**src/rtl/mau_pkg.sv**
```systemverilog
// ----------------------------------------------------------------------------
// mau_pkg
// Shared constants and types for the multi-turn angle unwrapper.
// ----------------------------------------------------------------------------
package mau_pkg;

   localparam int ANGLE_BITS_DEFAULT = 12;
   localparam int SAMPLE_WORD_BITS   = 16;
   localparam int TOTAL_BITS         = 32;

   typedef enum logic [0:0] {
      CMD_SAMPLE   = 1'b0,
      CMD_SET_ZERO = 1'b1
   } cmd_type;

endpackage

```
**src/rtl/mau_if.sv**
```systemverilog
// ----------------------------------------------------------------------------
// mau_req_if / mau_rsp_if
// Valid/ready channels for angle items and unwrapped results.
// ----------------------------------------------------------------------------
interface mau_req_if
   import mau_pkg::*;
   ();
   logic                        valid;
   logic                        ready;
   logic                        command;
   logic [SAMPLE_WORD_BITS-1:0] sample_word;

   modport source (output valid, output command, output sample_word, input ready);
   modport sink   (input valid, input command, input sample_word, output ready);
endinterface

interface mau_rsp_if
   import mau_pkg::*;
   #(parameter int ANGLE_BITS = ANGLE_BITS_DEFAULT)
   ();
   logic                         valid;
   logic                         ready;
   logic [ANGLE_BITS-1:0]        abs_angle;
   logic [ANGLE_BITS-1:0]        relative_angle;
   logic signed [TOTAL_BITS-1:0] total_counts;
   logic signed [TOTAL_BITS-1:0] total_relative;

   modport source (output valid, output abs_angle, output relative_angle,
                   output total_counts, output total_relative, input ready);
   modport sink   (input valid, input abs_angle, input relative_angle,
                   input total_counts, input total_relative, output ready);
endinterface

```
**src/rtl/mau_track.sv**
```systemverilog
// ----------------------------------------------------------------------------
// mau_track
// Tracking state: stored angle, turn count, zero offset and primed flag.
// Presents the post-update state for the result stage.
// ----------------------------------------------------------------------------
module mau_track
   import mau_pkg::*;
   #(parameter int ANGLE_BITS = ANGLE_BITS_DEFAULT)
   (
      input  logic                             clock,
      input  logic                             reset,
      input  logic                             fire,
      input  cmd_type                          command,
      input  logic [ANGLE_BITS-1:0]            angle,
      output logic [ANGLE_BITS-1:0]            last_angle_in,
      output logic [TOTAL_BITS-ANGLE_BITS-1:0] turns_in,
      output logic [ANGLE_BITS-1:0]            zero_point_in
   );

   localparam int TURN_BITS = TOTAL_BITS - ANGLE_BITS;
   localparam logic signed [ANGLE_BITS:0] HALF_TURN = (ANGLE_BITS+1)'(2**(ANGLE_BITS-1));
   localparam logic signed [ANGLE_BITS:0] NEG_HALF_TURN = -HALF_TURN;

   logic [ANGLE_BITS-1:0]        last_angle_ff;
   logic [TURN_BITS-1:0]         turns_ff;
   logic [ANGLE_BITS-1:0]        zero_point_ff;
   logic                         primed_ff;
   logic                         primed_in;
   logic signed [ANGLE_BITS:0]   step;

   // accumulator is always a whole number of turns, so only the turn count is kept
   assign step = $signed({1'b0, angle}) - $signed({1'b0, last_angle_ff});

   always_comb begin
      last_angle_in = last_angle_ff;
      turns_in      = turns_ff;
      zero_point_in = zero_point_ff;
      primed_in     = primed_ff;
      if (fire) begin
         case (command)
            CMD_SAMPLE: begin
               if (primed_ff) begin
                  if (step > HALF_TURN) begin
                     turns_in = turns_ff - TURN_BITS'(1);
                  end else if (step < NEG_HALF_TURN) begin
                     turns_in = turns_ff + TURN_BITS'(1);
                  end
               end
               last_angle_in = angle;
               primed_in     = 1'b1;
            end
            CMD_SET_ZERO: begin
               if (primed_ff) begin
                  zero_point_in = last_angle_ff;
               end
            end
            default: begin
               primed_in = primed_ff;
            end
         endcase
      end
   end

   always_ff @(posedge clock) begin
      if (reset) begin
         last_angle_ff <= '0;
         turns_ff      <= '0;
         zero_point_ff <= '0;
         primed_ff     <= 1'b0;
      end else begin
         last_angle_ff <= last_angle_in;
         turns_ff      <= turns_in;
         zero_point_ff <= zero_point_in;
         primed_ff     <= primed_in;
      end
   end

endmodule

```
**src/rtl/mau_result.sv**
```systemverilog
// ----------------------------------------------------------------------------
// mau_result
// Result register: forms raw, relative and multi-turn totals from the
// updated state and holds the beat until the sink takes it.
// ----------------------------------------------------------------------------
module mau_result
   import mau_pkg::*;
   #(parameter int ANGLE_BITS = ANGLE_BITS_DEFAULT)
   (
      input  logic                             clock,
      input  logic                             reset,
      input  logic                             advance,
      input  logic                             load_valid,
      input  logic [ANGLE_BITS-1:0]            last_angle,
      input  logic [TOTAL_BITS-ANGLE_BITS-1:0] turns,
      input  logic [ANGLE_BITS-1:0]            zero_point,
      mau_rsp_if.source                        rsp_bus
   );

   logic                  valid_ff;
   logic [ANGLE_BITS-1:0] raw_ff;
   logic [ANGLE_BITS-1:0] rel_ff;
   logic [TOTAL_BITS-1:0] total_ff;
   logic [TOTAL_BITS-1:0] trel_ff;
   logic [TOTAL_BITS-1:0] total_in;
   logic [TOTAL_BITS-1:0] trel_in;

   assign total_in = {turns, last_angle};
   assign trel_in  = total_in - {{(TOTAL_BITS-ANGLE_BITS){1'b0}}, zero_point};

   always_ff @(posedge clock) begin
      if (reset) begin
         valid_ff <= 1'b0;
      end else if (advance) begin
         valid_ff <= load_valid;
      end
   end

   always_ff @(posedge clock) begin
      if (advance && load_valid) begin
         raw_ff   <= last_angle;
         // low bits of the relative total are the relative angle modulo a turn
         rel_ff   <= trel_in[ANGLE_BITS-1:0];
         total_ff <= total_in;
         trel_ff  <= trel_in;
      end
   end

   assign rsp_bus.valid          = valid_ff;
   assign rsp_bus.abs_angle      = raw_ff;
   assign rsp_bus.relative_angle = rel_ff;
   assign rsp_bus.total_counts   = $signed(total_ff);
   assign rsp_bus.total_relative = $signed(trel_ff);

endmodule

```
**src/rtl/multiturn_angle_unwrapper.sv**
```systemverilog
// ----------------------------------------------------------------------------
// multiturn_angle_unwrapper
// Multi-turn unwrapper for an absolute rotary angle sensor.
// ----------------------------------------------------------------------------
// Takes one beat per clock while the sink keeps up: a sample (low ANGLE_BITS
// of sample_word) or a set-zero command. Each beat yields exactly one result
// beat, passing through the input register and then the result register,
// and a new beat can be accepted every cycle while the sink keeps up; the
// result register holds a stalled beat while the input register takes the
// next one. The first sample after reset only primes the stored angle;
// set-zero before that is ignored. A step of more than half a turn adjusts
// the turn count by one turn; totals wrap in 32-bit two's complement.
// ----------------------------------------------------------------------------
module multiturn_angle_unwrapper
   import mau_pkg::*;
   #(parameter int ANGLE_BITS = ANGLE_BITS_DEFAULT)
   (
      input  logic      clock,
      input  logic      reset,
      mau_req_if.sink   req_bus,
      mau_rsp_if.source rsp_bus
   );

   localparam int TURN_BITS = TOTAL_BITS - ANGLE_BITS;

   logic                  s1_valid_ff;
   logic                  s1_valid_in;
   cmd_type               s1_cmd_ff;
   logic [ANGLE_BITS-1:0] s1_angle_ff;
   logic                  advance;
   logic                  req_take;
   logic [ANGLE_BITS-1:0] last_angle_in;
   logic [TURN_BITS-1:0]  turns_in;
   logic [ANGLE_BITS-1:0] zero_point_in;

   assign advance       = !rsp_bus.valid || rsp_bus.ready;
   assign req_bus.ready = !s1_valid_ff || advance;
   assign req_take      = req_bus.valid && req_bus.ready;

   always_comb begin
      s1_valid_in = s1_valid_ff;
      if (req_take) begin
         s1_valid_in = 1'b1;
      end else if (advance) begin
         s1_valid_in = 1'b0;
      end
   end

   always_ff @(posedge clock) begin
      if (reset) begin
         s1_valid_ff <= 1'b0;
      end else begin
         s1_valid_ff <= s1_valid_in;
      end
   end

   always_ff @(posedge clock) begin
      if (req_take) begin
         s1_cmd_ff   <= cmd_type'(req_bus.command);
         s1_angle_ff <= req_bus.sample_word[ANGLE_BITS-1:0];
      end
   end

   mau_track #(.ANGLE_BITS(ANGLE_BITS)) u_track (
      .clock         (clock),
      .reset         (reset),
      .fire          (advance && s1_valid_ff),
      .command       (s1_cmd_ff),
      .angle         (s1_angle_ff),
      .last_angle_in (last_angle_in),
      .turns_in      (turns_in),
      .zero_point_in (zero_point_in)
   );

   mau_result #(.ANGLE_BITS(ANGLE_BITS)) u_result (
      .clock      (clock),
      .reset      (reset),
      .advance    (advance),
      .load_valid (s1_valid_ff),
      .last_angle (last_angle_in),
      .turns      (turns_in),
      .zero_point (zero_point_in),
      .rsp_bus    (rsp_bus)
   );

endmodule
```
**src/flat_wrapper.sv**
```systemverilog
// flat-port wrapper written by rule: the top's interface ports become plain ports
module multiturn_angle_unwrapper_flat import mau_pkg::*;
#(parameter int ANGLE_BITS = ANGLE_BITS_DEFAULT)
  (clock, reset, req_bus_valid, req_bus_command, req_bus_sample_word, req_bus_ready, rsp_bus_valid, rsp_bus_abs_angle, rsp_bus_relative_angle, rsp_bus_total_counts, rsp_bus_total_relative, rsp_bus_ready);
  mau_req_if req_bus_i ();
  mau_rsp_if #(.ANGLE_BITS(ANGLE_BITS)) rsp_bus_i ();
  input  logic clock;
  input  logic reset;
  input wire logic [$bits(req_bus_i.valid)-1:0] req_bus_valid;
  input wire logic [$bits(req_bus_i.command)-1:0] req_bus_command;
  input wire logic [$bits(req_bus_i.sample_word)-1:0] req_bus_sample_word;
  output wire logic [$bits(req_bus_i.ready)-1:0] req_bus_ready;
  output wire logic [$bits(rsp_bus_i.valid)-1:0] rsp_bus_valid;
  output wire logic [$bits(rsp_bus_i.abs_angle)-1:0] rsp_bus_abs_angle;
  output wire logic [$bits(rsp_bus_i.relative_angle)-1:0] rsp_bus_relative_angle;
  output wire logic [$bits(rsp_bus_i.total_counts)-1:0] rsp_bus_total_counts;
  output wire logic [$bits(rsp_bus_i.total_relative)-1:0] rsp_bus_total_relative;
  input wire logic [$bits(rsp_bus_i.ready)-1:0] rsp_bus_ready;
  assign req_bus_i.valid = req_bus_valid;
  assign req_bus_i.command = req_bus_command;
  assign req_bus_i.sample_word = req_bus_sample_word;
  assign req_bus_ready = req_bus_i.ready;
  assign rsp_bus_valid = rsp_bus_i.valid;
  assign rsp_bus_abs_angle = rsp_bus_i.abs_angle;
  assign rsp_bus_relative_angle = rsp_bus_i.relative_angle;
  assign rsp_bus_total_counts = rsp_bus_i.total_counts;
  assign rsp_bus_total_relative = rsp_bus_i.total_relative;
  assign rsp_bus_i.ready = rsp_bus_ready;
  multiturn_angle_unwrapper #(.ANGLE_BITS(ANGLE_BITS)) u_core (.clock(clock), .reset(reset), .req_bus(req_bus_i), .rsp_bus(rsp_bus_i));
endmodule
```
**config.mk**
```make
export PLATFORM = sky130hd
export DESIGN_NAME = multiturn_angle_unwrapper_flat
export DESIGN_NICKNAME = d
export VERILOG_FILES = /design/src/rtl/mau_pkg.sv /design/src/rtl/mau_if.sv /design/src/rtl/mau_track.sv /design/src/rtl/mau_result.sv /design/src/rtl/multiturn_angle_unwrapper.sv /design/src/flat_wrapper.sv
export SDC_FILE = /design/constraint.sdc
export NUM_CORES = 1
export LEC_CHECK = 0
export BUFFER_PORTS_ARGS = -buffer_cell sky130_fd_sc_hd__clkbuf_2
export CORE_MARGIN = 3
export CORE_UTILIZATION = 50
export CTS_CLUSTER_DIAMETER = 60
export DETAILED_ROUTE_END_ITERATION = 8
export PLACE_DENSITY = 0.76
export SYNTH_ARGS = -nofsm -noshare
export SYNTH_HDL_FRONTEND = slang
export SYNTH_SLANG_ARGS = --single-unit
```
**constraint.sdc**
```tcl
create_clock -name clock -period 11.1 [get_ports clock]
set_clock_uncertainty 0.2 [all_clocks]
set_input_delay 1.665 -clock clock [delete_from_list [all_inputs] [get_ports clock]]
set_output_delay 1.665 -clock clock [all_outputs]
set_load 0.01 [all_outputs]
```
==> impl_metrics.py, run 1 <==
metrics = {
    "route": {
        "drt_iter0_drc": 381,
        "ant_nets": 0,
        "via_count": 5000,
        "viasPerCell": 5.45,
        "avgRoutedWirePerCell_um": 15.4,
        "drtPass1Iterations": 5,
        "drt_wl_total_um": 14200,
        "drcViolationCount": 0,
    },
    "sta": {
        "slew-limit-headroom_pct": 29.2,
        "tns_ps": 0,
        "setup-violations-final": 0,
        "finalHoldViolCount": 0,
        "finalCriticalPeriod_ps": 6870,
        "max_freq_ghz": 0.146,
        "rsz0062_at_grt": "no",
        "post-route-period-util_pct": 61.9,
        "slew_violations": 0,
        "worst_pin_slew_ps": 1060,
    },
    "finish": {
        "syn_to_final_growth_pct": 15.5,
        "drive_gt1_share_pct": 21.3,
        "diodes": 0,
        "mostFrequentLayoutCell": "clkbuf_2",
        "final_cell_mix": "106 x clkbuf_2, 77 x edfxtp_1, 67 x nor2_1",
        "fin_nets": 781,
    },
    "clock_network": {
        "clock-sinks": 124,
        "cts_resized": 0,
        "numCtsBuffers": 17,
        "cts_root_buffer": "clkbuf_16",
        "path_clk_slew_ps": 60,
        "tritoncts": "built",
        "ctsHoldBuffers": 0,
        "clock_path_buffers": 2,
        "cts_setup_buffers": 0,
        "cts_htree_levels": 4,
        "clk_latency_ps": 420,
    },
    "flow_run": {
        "drv_cap": 0,
    },
    "die": {
        "coreArea_um2": 12800,
        "dieHeight_um": 121,
        "rows": 41,
        "die-area_um2": 14600,
        "fp.dieW_um": 121,
        "ios": 111,
        "initial_utilization_pct": 51.7,
    },
    "critical_path": {
        "worstPathRequired_ps": 11060,
        "criticalPathCategory": "in -> reg",
        "critPathMaxFanout": 66,
        "cp-end-kind": "flop",
        "reg2reg_depth": 19,
        "start_kind": "primary input",
        "reg2reg_from": "u_core.u_result.rsp_bus.valid$_SDFFE_PP0P_",
        "worstPathArrival_ps": 6820,
        "reg2reg_to": "u_core.u_result.rsp_bus.total_relative[28]$_DFFE_PP_",
        "r2r_slack_ps": 5140,
    },
    "synth": {
        "yosysWarnings": 0,
        "ys_async_sr_fraction_pct": 0,
        "netlist_area_um2": 6610,
        "synth-seq-cells": 124,
        "synth-seq-area-share_pct": 49.2,
        "synthFlopType": "edfxtp_1",
        "synth.distinct_cells": 70,
        "avgSynthCellArea_um2": 10.1,
        "syn-num-nets": 700,
        "syn-instance-count": 651,
        "synth_edf_count": 77,
    },
    "run_status": {
        "status": "finished, final reports clean",
    },
    "min_path": {
        "hold_start": "u_core.u_track.zero_point_ff[9]$_SDFF_PP0_",
        "min_path_type": "reg -> reg",
        "hold_depth": 2,
        "min_to": "u_core.u_track.zero_point_ff[9]$_SDFF_PP0_",
    },
    "placed_design": {
        "routabilityCongestion": 0.859,
        "dp_hpwl_um": 9820,
        "portBuffers": 106,
    },
    "global_routing": {
        "gr-total-overflow": 0,
        "grt_pass1_vias": 4774,
        "antenna_found_initial": 0,
        "grt_first_pass_wirelength_um": 23200,
        "grt_max_degree": 67,
        "grt_usage_pct": 20.2,
    },
    "power_and_ir_drop": {
        "p_leak_nw": 3.19,
        "ir_worst_vdd_mv": 0.0870,
        "power_density_nw_per_um2": 163,
        "power_mw": 1.25,
    },
}
-- critical path: stages --
cell      delay [ps]
clkbuf_2          70
nor2b_1           80
nor2b_4          110
buf_4            610
nor2b_1          210
buf_4            260
mux2i_1          320
ha_1             270
fa_1             220
nor2b_1           60
o21ai_0          170
nand2b_1         110
a21o_1           200
a21o_1           200
a21oi_1          260
o21ai_0          190
o41ai_1          650
nor2b_1          730
nand4b_1         190
xnor2_1          160
-- area by class of cell --
class,count,area [µm²]
Inverter,39,146
Sequential cell,124,3250
Fill cell,1071,5140
Clock inverter,8,68.8
Timing Repair Buffer,109,553
Clock buffer,24,482
Multi-Input combinational cell,441,2920
Tap cell,172,215
-- routing by layer --
layer,part of all wire (%),global-route usage (%)
met3,5.0,4.71
met2,48,32.7
met5,0,0
met1,46,26.3
met4,1.5,7.65
-- registers in the layout (all words and copies together) (netlist names) --
| name | flops |
|---|---|
| u_core.s1_cmd_ff | 1 |
| u_core.u_result.rsp_bus.total_counts | 21 |
| u_core.u_result.rsp_bus.valid | 1 |
| u_core.u_track.zero_point_ff | 12 |
| u_core.u_result.rsp_bus.abs_angle | 11 |
| u_core.u_track.last_angle_ff | 12 |
| u_core.u_result.rsp_bus.total_relative | 21 |
| u_core.u_track.primed_ff | 1 |
| u_core.u_track.turns_ff | 20 |
| u_core.u_result.rsp_bus.relative_angle | 11 |
| u_core.s1_angle_ff | 12 |
| u_core.s1_valid_ff | 1 |
-- cell usage after synthesis, drive strengths merged (8+ instances only) --
cell,instances,area (µm²)
edfxtp,77,2310
nor2,67,251
dfxtp,47,941
nand2,41,154
inv,39,146
a21oi,34,174
nor2b,31,201
buf,30,235
xnor2,30,270
o21ai,28,140
ha,26,325
nor3,22,138
nand3,18,90.1
clkbuf,17,63.8
xor2,13,114
nor4,11,83.8
and3,10,62.6
nand2b,9,56.3
nand4,9,56.3
a21o,8,60.1
-- kinds of logic after synthesis --
family,Yosys count,share of synthesized area [%]
muxes,3,0.473
AOI/OAI and AO/OA,120,12.4
DFF,124,49.2
buffers and inverters,86,6.74
and+or+nand+nor,247,19.8
xor gates and xnor gates,43,5.81
adders and majority gates,28,5.53
-- metrics by stage --
stage / hold WS (ps) / worst slack (ps) / utilization, % / instances / cell area (µm²)
2_1_floorplan: 251 / 2520 / - / 651 / 6610
3_3_place_gp: 263 / 4100 / 55.5 / 885 / 7080
3_5_place_dp: 273 / 3920 / 55.5 / 885 / 7080
4_1_cts: 286 / 4340 / 59.8 / 917 / 7630
5_1_grt: 326 / 3770 / 59.8 / 917 / 7630
6_report: 283 / 4230 / 59.8 / 917 / 7630
-- report_power, final --
group	total (mW)	internal, mW	switching (mW)
sequential	0.535	0.525	0.00977
clock	0.514	0.323	0.192
combinational	0.199	0.0783	0.120
-- worst max-delay path by stage --
stage                              from                                              endpoint  cells after the start
after global routing      rsp_bus_ready  u_core.u_result.rsp_bus.total_relative[20]$_DFFE_PP_                     20
after CTS                 rsp_bus_ready  u_core.u_result.rsp_bus.total_relative[20]$_DFFE_PP_                     20
after global placement    rsp_bus_ready  u_core.u_result.rsp_bus.total_relative[28]$_DFFE_PP_                     20
after floorplan           rsp_bus_ready  u_core.u_result.rsp_bus.total_relative[28]$_DFFE_PP_                     19
final                     rsp_bus_ready  u_core.u_result.rsp_bus.total_relative[28]$_DFFE_PP_                     20
after detailed placement  rsp_bus_ready  u_core.u_result.rsp_bus.total_relative[28]$_DFFE_PP_                     20
(Power assumes the default switching activity.)
==> run 2, diff against run 1 <==
- PLACE_DENSITY: 0.76 -> 0.79
- clock period: 11.1 -> 6.2 ns (I/O delays scaled with it)
==> run 2 against run 1 <==
Net effect: sequential power grew 79%; power grew 91%; critical path depth shrank 1; sequential cell count is the same; largest cell class unchanged; highest routed layer unchanged.
==> impl_metrics.py, run 2 (synthesized netlist as in run 1, its figures left out) <==
metrics = {
    "run_status": {
        "status": "finished, final reports clean",
    },
    "sta": {
        "slew_violations": 0,
        "tns_ps": 0,
        "setup-violations-final": 0,
        "rsz0062_at_grt": "no",
        "worst_pin_slew_ps": 1030,
        "finalHoldViolCount": 0,
        "max_freq_ghz": 0.183,
        "slew-limit-headroom_pct": 31.2,
        "post-route-period-util_pct": 88.2,
        "finalCriticalPeriod_ps": 5470,
        "holdWs_ps": 289,
    },
    "route": {
        "drcViolationCount": 0,
        "via_count": 5089,
        "avgRoutedWirePerCell_um": 15.9,
        "drtPass1Iterations": 5,
        "drt_iter0_drc": 427,
        "ant_nets": 0,
        "drt_wl_total_um": 14600,
        "viasPerCell": 5.54,
    },
    "critical_path": {
        "critPathMaxFanout": 12,
        "worstPathArrival_ps": 5430,
        "r2r_slack_ps": 920,
        "cp-startpoint": "rsp_bus_ready",
        "start_kind": "primary input",
        "reg2reg_to": "u_core.u_result.rsp_bus.total_relative[24]$_DFFE_PP_",
        "worstPathRequired_ps": 6160,
        "criticalPathCategory": "in -> reg",
        "reg2reg_depth": 18,
        "cp-end-kind": "flop",
        "reg2reg_from": "u_core.u_result.rsp_bus.valid$_SDFFE_PP0P_",
        "critPathCapture": "u_core.u_result.rsp_bus.total_relative[24]$_DFFE_PP_",
    },
    "global_routing": {
        "antenna_found_initial": 0,
        "grt_first_pass_wirelength_um": 24100,
        "grt_usage_pct": 20.9,
        "grt_max_degree": 48,
        "gr-total-overflow": 0,
        "grt_pass1_vias": 4944,
    },
    "die": {
        "dieHeight_um": 121,
        "fp.dieW_um": 121,
        "die-area_um2": 14600,
        "coreArea_um2": 12800,
        "rows": 41,
        "ios": 111,
        "initial_utilization_pct": 51.7,
    },
    "placed_design": {
        "dp_hpwl_um": 10200,
        "dp.cells": 887,
        "routabilityCongestion": 0.857,
        "portBuffers": 106,
    },
    "finish": {
        "diodes": 0,
        "mostFrequentLayoutCell": "clkbuf_2",
        "fin_nets": 783,
        "drive_gt1_share_pct": 22.2,
        "syn_to_final_growth_pct": 17.2,
        "final_cells": 919,
        "final_cell_mix": "106 x clkbuf_2, 77 x edfxtp_1, 67 x nor2_1",
    },
    "power_and_ir_drop": {
        "ir_worst_vdd_mv": 0.161,
        "p_leak_nw": 3.25,
        "power_density_nw_per_um2": 308,
    },
    "clock_network": {
        "clock_path_buffers": 2,
        "ctsHoldBuffers": 0,
        "clock-sinks": 124,
        "tritoncts": "built",
        "path_clk_slew_ps": 60,
        "clk_latency_ps": 410,
        "cts_root_buffer": "clkbuf_16",
        "cts_resized": 0,
        "numCtsBuffers": 17,
        "cts_setup_buffers": 0,
        "cts_htree_levels": 4,
    },
    "min_path": {
        "min_path_type": "reg -> reg",
    },
    "flow_run": {
        "drv_cap": 0,
    },
}
-- run 2: cell types whose count changed in the layout (fill, tap and decap cells not counted), sizes merged --
cell,delta
clkbuf,-3
bufinv,+3
buf,+2
-- run 2: worst min path at each step --
| stage | startpoint | endpoint | slack (ps) | cells after the start |
|---|---|---|---|---|
| after floorplan | u_core.u_track.zero_point_ff[10]$_SDFF_PP0_ | u_core.u_track.zero_point_ff[10]$_SDFF_PP0_ | 250 | 2 |
| after global placement | u_core.u_track.zero_point_ff[6]$_SDFF_PP0_ | u_core.u_track.zero_point_ff[6]$_SDFF_PP0_ | 260 | 2 |
| after detailed placement | u_core.u_track.zero_point_ff[8]$_SDFF_PP0_ | u_core.u_track.zero_point_ff[8]$_SDFF_PP0_ | 270 | 2 |
| after CTS | u_core.u_track.zero_point_ff[9]$_SDFF_PP0_ | u_core.u_track.zero_point_ff[9]$_SDFF_PP0_ | 290 | 2 |
| after global routing | u_core.u_track.zero_point_ff[5]$_SDFF_PP0_ | u_core.u_track.zero_point_ff[5]$_SDFF_PP0_ | 330 | 2 |
| final | u_core.u_track.zero_point_ff[4]$_SDFF_PP0_ | u_core.u_track.zero_point_ff[4]$_SDFF_PP0_ | 290 | 2 |
-- run 2: through the flow --
step           power (mW)  utilization, %  instance area, µm²  setup slack [ps]
2_1_floorplan        1.24               -                6620               342
3_3_place_gp         1.32            55.6                7100               606
3_5_place_dp         1.33            55.6                7100               433
4_1_cts              2.40            60.6                7740               792
5_1_grt              2.48            60.6                7740               324
6_report             2.39            60.6                7740               731
-- run 2: cell type report --
class / instances / area, µm²
clock buffer: 21 / 480
clock inverter: 11 / 164
fill: 1021 / 5030
inverter: 39 / 146
multi-input combinational: 441 / 2920
sequential: 124 / 3250
tap: 172 / 215
timing repair buffer: 111 / 568
-- run 2: report_power, final --
part / internal [mW] / switching (mW) / total, mW
clock network: 0.713 / 0.353 / 1.07
logic: 0.141 / 0.220 / 0.362
registers: 0.940 / 0.0182 / 0.958
total: 1.79 / 0.592 / 2.39
-- run 2: critical path: stages --
cell	delay, ps
clkbuf_2	80
nor2b_1	80
nor2b_4	150
nor2b_1	260
buf_4	240
mux2i_1	300
ha_1	250
fa_1	230
nor2b_1	70
o21ai_0	180
nand2b_1	110
a21o_1	210
a21o_1	210
a21oi_1	280
o21ai_0	150
o41ai_1	630
nor2b_1	650
nand4_1	220
xnor2_1	180
-- run 2: per-layer routing --
metal / track usage, % / routed length [µm] / vias up
li1: - / - / 2473
met1: 27.0 / 6510 / 2430
met2: 34.9 / 7120 / 170
met3: 4.80 / 818 / 16
met4: 6.52 / 175 / 0
met5: 0 / 0 / -
==> run 3, diff against run 2 <==
- SYNTH_HIERARCHICAL: default -> 1
==> run 3 against run 2 <==
Net effect: fmax grew 3.5%; via count is 5.8% higher; critical path type is now reg -> reg; synthesized cell count increased by 8.4%; die area increased by 6.9%; setup slack better by 190 ps; highest routed layer unchanged; critical endpoint is now u_core/u_result/rsp_bus.total_relative[31]$_DFFE_PP_; sequential cell count is the same; global-route usage shrank 1.2 points; sequential share of layout area shrank 1.7 points; count of clock-buffer cells in the layout down 3.
==> impl_metrics.py, run 3 <==
metrics = {
    "critical_path": {
        "cp-end-kind": "flop",
        "critPathMaxFanout": 13,
        "criticalPathCategory": "reg -> reg",
        "worstPathArrival_ps": 5240,
        "worstPathRequired_ps": 6160,
        "start_kind": "flop",
        "r2r_slack_ps": 920,
    },
    "global_routing": {
        "grt_first_pass_wirelength_um": 24900,
        "grt_max_degree": 65,
        "grt_usage_pct": 19.6,
        "antenna_found_initial": 0,
        "grt_pass1_vias": 5055,
        "gr-total-overflow": 0,
    },
    "clock_network": {
        "clock-sinks": 124,
        "clk_latency_ps": 430,
        "clock_path_buffers": 2,
        "cts_resized": 0,
        "cts_htree_levels": 4,
        "ctsHoldBuffers": 0,
        "tritoncts": "built",
        "path_clk_slew_ps": 60,
        "numCtsBuffers": 17,
        "cts_root_buffer": "clkbuf_16",
        "cts_setup_buffers": 0,
    },
    "synth": {
        "syn-instance-count": 706,
        "synth-seq-area-share_pct": 45.9,
        "netlist_area_um2": 7090,
        "synth_commonest_cells": "77 x edfxtp_1, 57 x nand2_1, 47 x dfxtp_1",
        "avgSynthCellArea_um2": 10.0,
        "syn-num-nets": 755,
        "ys_async_sr_fraction_pct": 0,
        "synth_area_leaders": "edfxtp_1 33%, dfxtp_1 13%, ha_1 4.6%",
        "yosysWarnings": 6,
        "synth.distinct_cells": 74,
        "synthFlopType": "edfxtp_1",
        "synth_most_common_cell": "edfxtp_1",
        "synth-seq-cells": 124,
        "synth_top_area_share_pct": 32.6,
        "synth_area_leader_cell": "edfxtp_1",
        "synth_edf_count": 77,
    },
    "finish": {
        "mostFrequentLayoutCell": "clkbuf_2",
        "syn_to_final_growth_pct": 13.9,
        "fin_nets": 830,
        "final_cell_mix": "106 x clkbuf_2, 77 x edfxtp_1, 57 x nand2_1",
        "diodes": 0,
        "drive_gt1_share_pct": 21.5,
    },
    "die": {
        "initial_utilization_pct": 52.3,
        "dieHeight_um": 125,
        "die-area_um2": 15600,
        "ios": 111,
        "rows": 42,
        "fp.dieW_um": 125,
        "coreArea_um2": 13600,
    },
    "power_and_ir_drop": {
        "power_frac_clock_pct": 39.6,
        "p_leak_nw": 3.24,
        "p_int_mw": 1.60,
        "p_seq_share_pct": 43.2,
        "swShare_pct": 27.8,
        "combPwrFrac_pct": 17.2,
        "ir_worst_vdd_mv": 0.177,
        "power_density_nw_per_um2": 275,
        "switchingPower_mw": 0.616,
    },
    "placed_design": {
        "dp_hpwl_um": 11100,
        "dp_slack_ps": 976,
        "routabilityCongestion": 0.884,
        "portBuffers": 106,
    },
    "sta": {
        "finalCriticalPeriod_ps": 5280,
        "finalHoldViolCount": 0,
        "fin_ws_ps": 918,
        "slew_violations": 0,
        "slew-limit-headroom_pct": 38.6,
        "rsz0062_at_grt": "no",
        "tns_ps": 0,
        "max_freq_ghz": 0.189,
        "setup-violations-final": 0,
        "post-route-period-util_pct": 85.2,
        "worst_pin_slew_ps": 915,
    },
    "route": {
        "drcViolationCount": 0,
        "drt_iter0_drc": 526,
        "ant_nets": 0,
        "viasPerCell": 5.55,
        "via_count": 5385,
        "drt_wl_total_um": 15100,
        "drtPass1Iterations": 5,
        "avgRoutedWirePerCell_um": 15.6,
    },
    "flow_run": {
        "drv_cap": 0,
    },
    "min_path": {
        "min_path_type": "reg -> reg",
    },
    "run_status": {
        "status": "finished, final reports clean",
    },
}
[run 3: changes by cell type in the layout (fill, tap and decap cells not counted), sizes merged, moves of 10 or more]
| cell | change |
|---|---|
| and2 | +27 |
| nor2 | -27 |
| nor2b | -18 |
| nand2 | +16 |
| o21ai | +15 |
| mux2 | +11 |
| a21oi | -10 |
| or3 | +10 |
[run 3: stage by stage]
step                      utilization [%]  cells  cell area (µm²)  power, mW  hold slack [ps]
after floorplan                         -    706             7090       1.26              277
after global placement               55.6    938             7540       1.34              300
after detailed placement             55.6    938             7540       1.35              310
after CTS                            59.5    970             8070       2.23              322
after global routing                 59.5    970             8070       2.32              339
final                                59.5    970             8070       2.22              318
[run 3: final cells by class]
class	instances	area (µm²)
clock buffer	18	429
timing repair buffer	110	561
multi-input combinational	484	3340
tap	176	220
fill	1108	5490
clock inverter	14	98.8
inverter	44	165
sequential	124	3250
[run 3: path summary, 6_finish.rpt]
kind                                                            start                                                    to  depth (start not counted)
worst min-delay path            u_core/u_track/primed_ff$_SDFFE_PP0P_                 u_core/u_track/primed_ff$_SDFFE_PP0P_                          2
worst min register to register  u_core/u_track/primed_ff$_SDFFE_PP0P_                 u_core/u_track/primed_ff$_SDFFE_PP0P_                          2
worst max-delay path                  u_core/s1_angle_ff[2]$_DFFE_PP_  u_core/u_result/rsp_bus.total_relative[31]$_DFFE_PP_                         15
worst max register to register        u_core/s1_angle_ff[2]$_DFFE_PP_  u_core/u_result/rsp_bus.total_relative[31]$_DFFE_PP_                         15
[run 3: cells by family (layout without fill, tap and decap cells)]
family / Yosys count / in the layout / synth area share [%]
AND/OR/NAND/NOR: 272 / 272 / 21.2
AO/OA/AOI/OAI: 126 / 126 / 13.0
flip-flops: 124 / 124 / 45.9
buffers and inverters: 98 / 186 / 6.95
XOR/XNOR: 42 / 42 / 5.30
adder cells (fa/ha/maj): 28 / 28 / 5.15
multiplexers: 16 / 16 / 2.47
[run 3: per-layer routing]
| layer | wire length (µm) | up-vias | track usage, % |
|---|---|---|---|
| met2 | 6760 | 204 | 30.1 |
| met5 | 0 | - | 0 |
| met3 | 1070 | 28 | 5.50 |
| li1 | - | 2677 | - |
| met4 | 265 | 0 | 7.65 |
| met1 | 7000 | 2476 | 26.6 |
[run 3: critical path, stage by stage (launching register included)]
cell and delay, ps:
edfxtp_1 410, ha_1 380, nor2b_1 170, o31a_1 290, a31oi_4 230, o22ai_1 130, or2_1 450, or4_1 610
o31ai_2 110, xor2_1 240, or4_1 600, or3_1 390, nor2_1 130, nand3_1 220, nor4_2 320, xor2_1 120
[run 3: power by group through the flow]
stage / combinational [mW] / sequential [mW] / clock [mW]
after floorplan: 0.272 / 0.990 / 0
after global placement: 0.371 / 0.973 / 0
after detailed placement: 0.379 / 0.976 / 0
after CTS: 0.381 / 0.959 / 0.894
after global routing: 0.419 / 0.963 / 0.938
final: 0.383 / 0.958 / 0.878
